**src/design/bgnc_pkg.sv**
```systemverilog
// Shared types, constants and sizes for the binary grid neighbor count block.
`timescale 1ns / 1ps

package bgnc_pkg;

    localparam int MAX_SIZE   = 32;
    localparam int SIZE_W     = 6;
    localparam int POS_W      = $clog2(MAX_SIZE);
    localparam int COUNT_W    = 4;
    localparam int FIFO_DEPTH = 4;
    localparam int FIFO_PTR_W = $clog2(FIFO_DEPTH);
    localparam int FIFO_CNT_W = FIFO_PTR_W + 1;

    localparam logic [SIZE_W-1:0] GRID_SIZE_RST = SIZE_W'(8);

    typedef logic [POS_W-1:0]   pos_t;
    typedef logic [COUNT_W-1:0] count_t;
    typedef logic [SIZE_W-1:0]  size_t;

    // [1]: bit two rows back, [0]: bit one row back (or the row just filled)
    typedef logic [1:0] line_t;

    // column sum of up to three bits
    typedef logic [1:0] colsum_t;

    typedef struct packed {
        count_t mine_count;
        pos_t   cell_row;
        pos_t   cell_col;
        logic   last_of_run;
        logic   field_done;
    } result_t;

    typedef struct packed {
        logic valid;
        logic flush;
        pos_t col;
        pos_t row;
        logic mine;
        logic emit;
        logic last_col;
        logic final_cell;
        logic mask_one;
        logic mask_two;
    } issue_t;

    typedef struct packed {
        logic take;
        logic final_go;
        logic final_held;
    } win_status_t;

endpackage

```
**src/design/bgnc_line_mem.sv**
```systemverilog
// Column-indexed line memory holding the two previous rows, with a registered read.
`timescale 1ns / 1ps

module bgnc_line_mem (
    input  logic            clk,
    input  logic            rd_en,
    input  bgnc_pkg::pos_t  rd_addr,
    output bgnc_pkg::line_t rd_data,
    input  logic            wr_en,
    input  bgnc_pkg::pos_t  wr_addr,
    input  bgnc_pkg::line_t wr_data
);
    import bgnc_pkg::*;

    line_t line_mem [MAX_SIZE];
    line_t rd_data_reg;

    always_ff @(posedge clk)
    begin
        if (wr_en)
        begin
            line_mem[wr_addr] <= wr_data;
        end
        if (rd_en)
        begin
            rd_data_reg <= line_mem[rd_addr];
        end
    end

    assign rd_data = rd_data_reg;

endmodule

```
**src/design/bgnc_window.sv**
```systemverilog
// Window stage: column sums, sliding 3x3 counts, line write-back and result push.
`timescale 1ns / 1ps

module bgnc_window (
    input  logic                  clk,
    input  logic                  rst_n,
    input  bgnc_pkg::issue_t      issue,
    input  bgnc_pkg::line_t       rd_data,
    input  logic                  room2,
    output bgnc_pkg::win_status_t status,
    output logic                  wr_en,
    output bgnc_pkg::pos_t        wr_addr,
    output bgnc_pkg::line_t       wr_data,
    output logic                  push0,
    output logic                  push1,
    output bgnc_pkg::result_t     res0,
    output bgnc_pkg::result_t     res1
);
    import bgnc_pkg::*;

    logic    s1_valid_reg;
    logic    s1_valid_next;
    issue_t  s1_reg;
    colsum_t m1_reg;
    colsum_t m2_reg;

    logic    go;
    logic    take;
    logic    two_bit;
    logic    one_bit;
    colsum_t colsum;
    colsum_t m1_eff;
    colsum_t m2_eff;
    logic    emit_a;
    logic    emit_b;
    result_t res_a;
    result_t res_b;

    always_comb
    begin
        go      = s1_valid_reg && room2;
        take    = !s1_valid_reg || go;
        two_bit = s1_reg.mask_two ? 1'b0 : rd_data[1];
        one_bit = s1_reg.mask_one ? 1'b0 : rd_data[0];
        colsum  = colsum_t'({1'b0, two_bit}) + colsum_t'({1'b0, one_bit})
                + colsum_t'({1'b0, s1_reg.mine});
        m1_eff  = (s1_reg.col == '0) ? '0 : m1_reg;
        m2_eff  = (s1_reg.col[POS_W-1:1] == '0) ? '0 : m2_reg;
        emit_a  = s1_reg.emit && (s1_reg.col != '0);
        emit_b  = s1_reg.emit && s1_reg.last_col;

        res_a.mine_count  = COUNT_W'(m2_eff) + COUNT_W'(m1_eff) + COUNT_W'(colsum);
        res_a.cell_row    = s1_reg.row;
        res_a.cell_col    = s1_reg.col - POS_W'(1);
        res_a.last_of_run = !s1_reg.last_col && !s1_reg.flush && !s1_reg.final_cell;
        res_a.field_done  = 1'b0;

        res_b.mine_count  = COUNT_W'(m1_eff) + COUNT_W'(colsum);
        res_b.cell_row    = s1_reg.row;
        res_b.cell_col    = s1_reg.col;
        res_b.last_of_run = !s1_reg.final_cell;
        res_b.field_done  = s1_reg.flush;
    end

    always_comb
    begin
        status.take       = take;
        status.final_go   = go && s1_reg.final_cell;
        status.final_held = s1_valid_reg && s1_reg.final_cell;
        wr_en             = go && !s1_reg.flush;
        wr_addr           = s1_reg.col;
        wr_data           = {one_bit, s1_reg.mine};
        push0             = go && (emit_a || emit_b);
        push1             = go && emit_a && emit_b;
        res0              = emit_a ? res_a : res_b;
        res1              = res_b;
        s1_valid_next     = take ? issue.valid : s1_valid_reg;
    end

    always_ff @(posedge clk or negedge rst_n)
    begin
        if (!rst_n)
        begin
            s1_valid_reg <= 1'b0;
        end
        else
        begin
            s1_valid_reg <= s1_valid_next;
        end
    end

    always_ff @(posedge clk)
    begin
        if (take && issue.valid)
        begin
            s1_reg <= issue;
        end
        if (go)
        begin
            m2_reg <= m1_reg;
            m1_reg <= colsum;
        end
    end

endmodule

```
**src/design/bgnc_result_fifo.sv**
```systemverilog
// Result queue: up to two pushes and one pop per cycle.
`timescale 1ns / 1ps

module bgnc_result_fifo (
    input  logic              clk,
    input  logic              rst_n,
    input  logic              push0,
    input  logic              push1,
    input  bgnc_pkg::result_t res0,
    input  bgnc_pkg::result_t res1,
    input  logic              pop,
    output logic              room2,
    output logic              not_empty,
    output bgnc_pkg::result_t head
);
    import bgnc_pkg::*;

    result_t                 fifo_mem [FIFO_DEPTH];
    logic [FIFO_PTR_W-1:0]   wr_ptr_reg;
    logic [FIFO_PTR_W-1:0]   wr_ptr_next;
    logic [FIFO_PTR_W-1:0]   rd_ptr_reg;
    logic [FIFO_PTR_W-1:0]   rd_ptr_next;
    logic [FIFO_CNT_W-1:0]   cnt_reg;
    logic [FIFO_CNT_W-1:0]   cnt_next;

    always_comb
    begin
        wr_ptr_next = wr_ptr_reg + FIFO_PTR_W'(push0) + FIFO_PTR_W'(push1);
        rd_ptr_next = rd_ptr_reg + FIFO_PTR_W'(pop);
        cnt_next    = cnt_reg + FIFO_CNT_W'(push0) + FIFO_CNT_W'(push1)
                    - FIFO_CNT_W'(pop);
        room2       = cnt_reg <= FIFO_CNT_W'(FIFO_DEPTH - 2);
        not_empty   = cnt_reg != '0;
        head        = fifo_mem[rd_ptr_reg];
    end

    always_ff @(posedge clk or negedge rst_n)
    begin
        if (!rst_n)
        begin
            wr_ptr_reg <= '0;
            rd_ptr_reg <= '0;
            cnt_reg    <= '0;
        end
        else
        begin
            wr_ptr_reg <= wr_ptr_next;
            rd_ptr_reg <= rd_ptr_next;
            cnt_reg    <= cnt_next;
        end
    end

    always_ff @(posedge clk)
    begin
        if (push0)
        begin
            fifo_mem[wr_ptr_reg] <= res0;
        end
        if (push1)
        begin
            fifo_mem[wr_ptr_reg + FIFO_PTR_W'(1)] <= res1;
        end
    end

endmodule

```
**src/design/binary_grid_neighbor_count.sv**
```systemverilog
// Top level: 3x3 box count over a streamed square bit grid.
// An accepted input is registered in the window stage, which writes the counts it releases into the result queue.
// Throughput: one input per cycle with the output free; apart from the flush below, an input
// waits only while the result queue holds more than two counts. After the final input of a grid,
// input is held while the last row flushes from the line memory.
// Reset clears position, queue and control and sets grid_size to 8; row masks hide stale lines.
`timescale 1ns / 1ps

module binary_grid_neighbor_count (
    input  logic                  clk,
    input  logic                  rst_n,
    input  logic                  cfg_wr_en,
    input  bgnc_pkg::size_t       cfg_wr_data,
    input  logic                  in_valid,
    output logic                  in_stall,
    input  logic                  is_mine,
    output logic                  out_valid,
    input  logic                  out_stall,
    output bgnc_pkg::count_t      mine_count,
    output bgnc_pkg::pos_t        cell_row,
    output bgnc_pkg::pos_t        cell_col,
    output logic                  last_of_run,
    output logic                  field_done
);
    import bgnc_pkg::*;

    size_t       grid_size_reg;
    size_t       grid_size_next;
    pos_t        pos_row_reg;
    pos_t        pos_row_next;
    pos_t        pos_col_reg;
    pos_t        pos_col_next;
    logic        flush_active_reg;
    logic        flush_active_next;
    pos_t        flush_col_reg;
    pos_t        flush_col_next;

    size_t       n_use;
    pos_t        last_idx;
    pos_t        row_cur;
    pos_t        col_cur;
    logic        in_accept;
    logic        flush_issue;
    logic        final_cell;
    logic        last_col;
    issue_t      issue;
    win_status_t status;
    line_t       rd_data;
    logic        wr_en;
    pos_t        wr_addr;
    line_t       wr_data;
    logic        push0;
    logic        push1;
    result_t     res0;
    result_t     res1;
    logic        room2;
    logic        not_empty;
    result_t     head;
    logic        pop;

    always_comb
    begin
        if (grid_size_reg == '0)
        begin
            n_use = SIZE_W'(1);
        end
        else if (grid_size_reg > SIZE_W'(MAX_SIZE))
        begin
            n_use = SIZE_W'(MAX_SIZE);
        end
        else
        begin
            n_use = grid_size_reg;
        end
        last_idx = POS_W'(n_use - SIZE_W'(1));

        if ((SIZE_W'(pos_row_reg) >= n_use) || (SIZE_W'(pos_col_reg) >= n_use))
        begin
            row_cur = '0;
            col_cur = '0;
        end
        else
        begin
            row_cur = pos_row_reg;
            col_cur = pos_col_reg;
        end

        last_col   = col_cur == last_idx;
        final_cell = (row_cur == last_idx) && last_col;

        in_stall    = !status.take || flush_active_reg || status.final_held;
        in_accept   = in_valid && !in_stall;
        flush_issue = flush_active_reg && status.take;

        if (flush_issue)
        begin
            issue.valid      = 1'b1;
            issue.flush      = 1'b1;
            issue.col        = flush_col_reg;
            issue.row        = last_idx;
            issue.mine       = 1'b0;
            issue.emit       = 1'b1;
            issue.last_col   = flush_col_reg == last_idx;
            issue.final_cell = 1'b0;
            issue.mask_one   = 1'b0;
            issue.mask_two   = 1'b0;
        end
        else
        begin
            issue.valid      = in_accept;
            issue.flush      = 1'b0;
            issue.col        = col_cur;
            issue.row        = row_cur - POS_W'(1);
            issue.mine       = is_mine;
            issue.emit       = row_cur != '0;
            issue.last_col   = last_col;
            issue.final_cell = final_cell;
            issue.mask_one   = row_cur == '0;
            issue.mask_two   = row_cur[POS_W-1:1] == '0;
        end
    end

    always_comb
    begin
        grid_size_next    = grid_size_reg;
        pos_row_next      = pos_row_reg;
        pos_col_next      = pos_col_reg;
        flush_active_next = flush_active_reg;
        flush_col_next    = flush_col_reg;

        if (cfg_wr_en)
        begin
            grid_size_next    = cfg_wr_data;
            pos_row_next      = '0;
            pos_col_next      = '0;
            flush_active_next = 1'b0;
            flush_col_next    = '0;
        end
        else
        begin
            if (in_accept)
            begin
                if (final_cell)
                begin
                    pos_row_next = '0;
                    pos_col_next = '0;
                end
                else if (last_col)
                begin
                    pos_row_next = row_cur + POS_W'(1);
                    pos_col_next = '0;
                end
                else
                begin
                    pos_row_next = row_cur;
                    pos_col_next = col_cur + POS_W'(1);
                end
            end
            if (status.final_go)
            begin
                flush_active_next = 1'b1;
                flush_col_next    = '0;
            end
            else if (flush_issue)
            begin
                flush_col_next = flush_col_reg + POS_W'(1);
                if (flush_col_reg == last_idx)
                begin
                    flush_active_next = 1'b0;
                end
            end
        end
    end

    always_ff @(posedge clk or negedge rst_n)
    begin
        if (!rst_n)
        begin
            grid_size_reg    <= GRID_SIZE_RST;
            pos_row_reg      <= '0;
            pos_col_reg      <= '0;
            flush_active_reg <= 1'b0;
            flush_col_reg    <= '0;
        end
        else
        begin
            grid_size_reg    <= grid_size_next;
            pos_row_reg      <= pos_row_next;
            pos_col_reg      <= pos_col_next;
            flush_active_reg <= flush_active_next;
            flush_col_reg    <= flush_col_next;
        end
    end

    bgnc_line_mem u_line_mem (
        .clk     (clk),
        .rd_en   (issue.valid),
        .rd_addr (issue.col),
        .rd_data (rd_data),
        .wr_en   (wr_en),
        .wr_addr (wr_addr),
        .wr_data (wr_data)
    );

    bgnc_window u_window (
        .clk     (clk),
        .rst_n   (rst_n),
        .issue   (issue),
        .rd_data (rd_data),
        .room2   (room2),
        .status  (status),
        .wr_en   (wr_en),
        .wr_addr (wr_addr),
        .wr_data (wr_data),
        .push0   (push0),
        .push1   (push1),
        .res0    (res0),
        .res1    (res1)
    );

    assign pop = not_empty && !out_stall;

    bgnc_result_fifo u_result_fifo (
        .clk       (clk),
        .rst_n     (rst_n),
        .push0     (push0),
        .push1     (push1),
        .res0      (res0),
        .res1      (res1),
        .pop       (pop),
        .room2     (room2),
        .not_empty (not_empty),
        .head      (head)
    );

    assign out_valid   = not_empty;
    assign mine_count  = head.mine_count;
    assign cell_row    = head.cell_row;
    assign cell_col    = head.cell_col;
    assign last_of_run = head.last_of_run;
    assign field_done  = head.field_done;

endmodule

```
**config.mk**
```make
export PLATFORM = sky130hd
export DESIGN_NAME = binary_grid_neighbor_count
export DESIGN_NICKNAME = d
export VERILOG_FILES = /design/src/design/bgnc_pkg.sv /design/src/design/bgnc_line_mem.sv /design/src/design/bgnc_window.sv /design/src/design/bgnc_result_fifo.sv /design/src/design/binary_grid_neighbor_count.sv
export SDC_FILE = /design/constraint.sdc
export NUM_CORES = 1
export LEC_CHECK = 0
export ABC_AREA = 0
export BUFFER_PORTS_ARGS = -buffer_cell sky130_fd_sc_hd__buf_4
export CAP_MARGIN = 20
export CORE_ASPECT_RATIO = 1.1
export CORE_UTILIZATION = 40
export CTS_CLUSTER_SIZE = 14
export DETAILED_ROUTE_END_ITERATION = 12
export GPL_TIMING_DRIVEN = 0
export PLACE_DENSITY = 0.51
export SYNTH_ARGS = -nofsm -noshare
export SYNTH_HDL_FRONTEND = slang
export SYNTH_HIERARCHICAL = 1
export SYNTH_SLANG_ARGS = --single-unit
```
**constraint.sdc**
```tcl
create_clock -name clk -period 4.2 [get_ports clk]
set_input_delay 0.63 -clock clk [delete_from_list [all_inputs] [get_ports clk]]
set_output_delay 0.63 -clock clk [all_outputs]
set_load 0.03 [all_outputs]
```
# Word-level counts from Yosys, hierarchy flattened
# Memories as Yosys holds them, arrays and structs flattened. A register that Yosys moved wholly into a read port is not among the register bits.
# Cells that the tools add are included.
# W data, S select, Z words.
dict set report word_totals {
  reg_bits 51
  ramBits 128
  elab_cells 118
  out_inout_bits 18
  inputBits 12
  n_memories 2
}
# memory words width rd rd_clocked_by_memory_dff wr line
set mem_list {}
lappend mem_list {u_line_mem.line_mem 32 2 1 1 1 bgnc_line_mem.sv:15} ;# line_t line_mem [MAX_SIZE];
lappend mem_list {u_result_fifo.fifo_mem 4 16 1 0 2 bgnc_result_fifo.sv:18} ;# result_t fifo_mem [FIFO_DEPTH];
dict set report classes {
  eq_ne 3
  n_lt_le_gt_ge 4
  n_mux 31
  addsub 18
  reduce_logical 40
}
# operator n
set ops {}
lappend ops {{$mux W5} 13}
lappend ops {{$mux W18} 1}
lappend ops {{$logic_and A1 B1 Y1} 16}
lappend ops {{$mux W16} 1}
lappend ops {{$add A5 B1 Y5 const B} 3}
lappend ops {{$eq A5 B5 Y1} 3}
lappend ops {{$sub A5 B1 Y5 const B} 3}
lappend ops {{$ge A5 B6 Y1} 2}
lappend ops {{$mux W1} 12}
lappend ops {{$mux W6} 2}
lappend ops {{$logic_not A5 Y1} 2}
lappend ops {{$reduce_bool A5 Y1} 2}
lappend ops {{$reduce_bool A3 Y1} 3}
lappend ops {{$add A2 B1 Y2} 4}
lappend ops {{$logic_not A4 Y1} 2}
lappend ops {{$logic_not A1 Y1} 7}
lappend ops {{$add A2 B2 Y3} 2}
lappend ops {{$add A3 B1 Y3} 2}
lappend ops {{$gt A6 B6 Y1 const B} 1}
lappend ops {{$logic_not A6 Y1} 1}
lappend ops {{$logic_or A1 B1 Y1} 5}
lappend ops {{$add A4 B2 Y4} 1}
lappend ops {{$mux W2} 2}
lappend ops {{$le A3 B2 Y1 const B} 1}
lappend ops {{5 further kinds} 5}

# Longest topological paths before layout
dict set report depth {
  ltp_word 11
  depth_mapped 18
  ltp_nobuf 14
}

# Modules after synthesis
# The synthesis kept the hierarchy.
# mod seq_area_each_um2 n_inst cells_per_inst area_per_inst_um2
set modules_own_cells {}
lappend modules_own_cells {bgnc_result_fifo 2097.0 1 190 3568.4}
lappend modules_own_cells {bgnc_line_mem 1981.9 1 185 2802.7}
lappend modules_own_cells {binary_grid_neighbor_count 551.8 1 252 2140.8}
lappend modules_own_cells {bgnc_window 655.6 1 107 1310.0}

# Least setup slack after synthesis
# Ideal clock, no wire load.
dict set report synth_timing {
  kind {reg2reg}
  from {reg grid_size_reg[4]}
  to {reg u_line_mem.rd_data_reg[0], in the netlist u_line_mem/rd_data[0], read port of u_line_mem.line_mem, data pin}
  arrival_ns 3.538
  stages_incl_launch_ff 19
  slack_ns 0.380
  setup_ns 0.283
  cell_sequence {dfrtp_1 nor4_1 o21a_1 buf_2 ha_1 nand2b_4 a2111oi_4 o32a_1 buf_6 buf_2 nand2_1 o21ai_0 buf_6 buf_8 buf_6 mux2i_1 a22oi_1 a31oi_1 o311ai_1}
}
# item line
set synth_rtl {}
lappend synth_rtl {{start: declaration} binary_grid_neighbor_count.sv:27} ;# size_t grid_size_reg;
lappend synth_rtl {{start signal: assignment} binary_grid_neighbor_count.sv:187} ;# grid_size_reg <= grid_size_next;
lappend synth_rtl {{end: declaration} bgnc_line_mem.sv:16} ;# line_t rd_data_reg;

==> impl_results.md <==
- Status: complete, no violations
- Post-synthesis cell count: 734
- Area growth, synth to finish: 15.0%
- Commonest non-fill, non-tap cells in the layout: edfxtp_1 (151), buf_4 (66), mux2_2 (60), nor2_1 (53), nand2_1 (44)
- Global-route wire length before repair: 35300 um
- Main combinational cell family by area after synthesis: multiplexers
- Drt wl/cell: 19.9 um
- Mapped Area: 0.00982 mm2
- Clk root buf: clkbuf_16
- Post-synthesis compound-gate area fraction: 7.16%
- Core ar.: 0.0238 mm2
- Final period utilization: 95.0%
- Crit Path Max Fanout: 10
- Largest regs: u_line_mem/line_mem (64), u_result_fifo/fifo_mem (64)
- Worst-Skew Late Latency: 440 ps
- RSZ-0062 raised after global routing: false
- Asr flop ratio synth: 16.6%
- Clk_skew: 13.1 ps
- Max H-tree Level: 4
- Most common cell after layout, fill and taps aside: edfxtp_1
- Number of global-route vias before repair: 6181
- Pleak: 4.12 nW
- Max-cap violations: 0
- Main area contributors after synthesis: edfxtp_1 (46%), dfrtp_1 (7.4%), mux2_2 (6.9%), mux2i_1 (3.8%), mux4_2 (3.7%)
- Max VDD drop: 0.291 mV
- Post-synth EDFFs: 151
- Final HPWL DP: 15400 um
- Initial core utilization: 41.2%
- Filler Cell Count: 2149
- Share of cells above drive strength 1: 30.4%
- Final WL: 22200 um
- Setup crit end kind: register
- Leading area contributor after synthesis: edfxtp_1
- Fin. max-slew vios: 0
- Rel. slew slack: 45.3%
- Drc violations: 0
- FP Rows: 59
- Die footprint: 0.0252 mm2
- Placed insts: 1072
- YS warnings: 6
- Clock period minus worst slack: 3990 ps
- GP Congestion: 0.848
- Clock sink count: 181
- Simple logic cell fraction of the synthesized area: 10.4%
- Ys flop type: edfxtp_1
- CP Class: register to register
- Final instance area: 0.0113 mm2
- Final net count: 840
- Worst-margin pin slew: 821 ps
- Vert. Die Dim: 166 um
- Clock buffer depth: 2
- Vias: 6034
- GR Util All Layers: 18.9%
- Worst Path Arrival: 4140 ps
- Critical Path Start Type: register
- 1st-pass router iterations: 7
- Final hold vios: 0
- Largest net degree at the start of global routing: 33
- Num CTS Buffers: 17
- Initial antenna violation count: 0
- Mean area per synthesized cell: 13.4 um2
- Fmax: 0.251 GHz
- Top-area cell type share of the netlist area: 46.2%
- Post-CTS Hold Fix Bufs: 0
- Synth Area in XOR/XNOR: 2.34%
- Ports: 30
- Sum Neg Setup Slack: 0 ps
- Mux share of post-synthesis cell area: 16.2%
- Hold Crit Class: input port to asynchronous set/reset pin
- Ant. Diodes: 0
- Clk slew on worst S/H paths: 80 ps
- Syn nets: 777
- Non-Filler Instances: 1115
- Fraction of the mapped netlist area in adder cells: 4.48%
- CTS tree: built
- Vias per cell: 5.41
- Post-layout util: 47.4%
- Cell Area, Placed: 0.0105 mm2
- Initial DRC Count: 341
- Final ANT Viol Nets: 0
- Register bit total from synthesis: 181
- Required @ worst endpoint: 4350 ps
- Proportion of synthesized chip area in sequential cells: 53.8%
- Buffers on Ports: 29
- Chip width: 151 um
- PD cells: 614 mW/mm2
- Remaining global-route overflow: 0
- Final setup viols: 0
- Yosys cell types: 83
## final cells by class
cell class / count / area [um2] / area share, %
tap: 305 / 382 / 3.38
clock inverter: 15 / 161 / 1.43
clock buffer: 17 / 425 / 3.77
inverter: 31 / 119 / 1.05
buffer: 61 / 458 / 4.05
multi-input combinational: 461 / 4060 / 36.0
sequential: 181 / 5290 / 46.8
timing repair buffer: 44 / 395 / 3.50
## critical path: stages (launching register included)
cell,delay (ps)
dfstp_2,610
nor4_4,60
o21a_1,180
buf_6,130
ha_1,270
nand2b_4,150
a2111oi_4,360
o32a_1,210
buf_6,150
buf_8,140
nand2_2,100
o21ai_4,160
buf_6,150
buf_12,150
mux2i_1,250
a22oi_1,100
and4b_1,220
a31oi_1,150
o311ai_1,140
## what timing repair did
action,in CTS,in global routing
buffers inserted,4,6
gates resized for setup,13,12
setup endpoints to repair,2,2
pin swaps,5,4
## cells in the mapped netlist, types with 3 or more instances
| cell type | instances |
|---|---|
| or3_1 | 3 |
| a21o_1 | 3 |
| nand2_1 | 45 |
| nor2b_1 | 8 |
| mux2i_1 | 37 |
| ha_1 | 24 |
| nor4_1 | 3 |
| o311ai_1 | 3 |
| a31oi_1 | 5 |
| nand2b_1 | 5 |
| inv_1 | 30 |
| dfrtp_1 | 29 |
| nand3_1 | 11 |
| fa_1 | 7 |
| nor3_1 | 10 |
| mux2_4 | 12 |
| buf_6 | 8 |
| xnor2_1 | 13 |
| xor2_1 | 7 |
| nor2_1 | 54 |
| and2_1 | 9 |
| buf_2 | 9 |
| o21ai_0 | 19 |
| buf_4 | 27 |
| mux4_2 | 16 |
| o21a_1 | 4 |
| and3_1 | 3 |
| a22oi_1 | 17 |
| a21oi_1 | 11 |
| clkbuf_1 | 13 |
| edfxtp_1 | 151 |
| mux2_2 | 60 |
| nand4b_1 | 3 |
| nand3b_1 | 5 |
| o31ai_1 | 6 |
| or4_1 | 4 |
## worst paths after layout
| kind | slack, ps | start | depth (start not counted) | end |
|---|---|---|---|---|
| min in group clk | 410 | cfg_wr_data[5] | 3 | grid_size_reg[5]$_DFFE_PN0P_ |
| hold reg to reg | 450 | u_window/m1_reg[1]$_DFFE_PP_ | 0 | u_window/m2_reg[1]$_DFFE_PP_ |
| setup / recovery | 210 | grid_size_reg[3]$_DFFE_PN1P_ | 18 | u_line_mem/rd_data[1]$_DFFE_PP_ |
| setup reg to reg | 210 | grid_size_reg[3]$_DFFE_PN1P_ | 18 | u_line_mem/rd_data[1]$_DFFE_PP_ |
| max in group asynchronous | 3730 | rst_n | 1 | grid_size_reg[3]$_DFFE_PN1P_ |
| hold / removal | 130 | rst_n | 1 | grid_size_reg[1]$_DFFE_PN0P_ |
## report_power, final
group          internal [mW]  total (mW)  switching [mW]
Sequential              2.39        2.53           0.138
Clock                  0.796        1.58           0.782
Combinational           1.29        2.83            1.54
Total                   4.47        6.93            2.46
## kinds of logic (layout without fill, tap and decap cells)
family / Yosys count / after routing
simple gates: 187 / 187
flops: 181 / 181
xor+xnor: 23 / 23
mux: 125 / 125
compound gates: 94 / 94
other cells: 1 / 1
fa+ha+maj: 31 / 31
buf+inv: 92 / 168
## metrics by stage
step / power (mW) / hold slack [ps] / worst slack (ps)
after floorplan: 4.56 / 334 / 380
after global placement: 5.25 / 432 / -417
after detailed placement: 5.35 / 430 / -513
after CTS: 6.98 / 121 / 31.8
after global routing: 7.34 / 143 / 8.14
final: 6.93 / 128 / 212
## routing by layer
| layer | global-route usage (%) | routed length, um |
|---|---|---|
| met3 | 3.60 | 774 |
| met2 | 32.4 | 11500 |
| met1 | 23.6 | 9640 |
| met4 | 5.78 | 321 |
| met5 | 0 | 0 |
No activity file was read; power rests on OpenSTA's default activity.
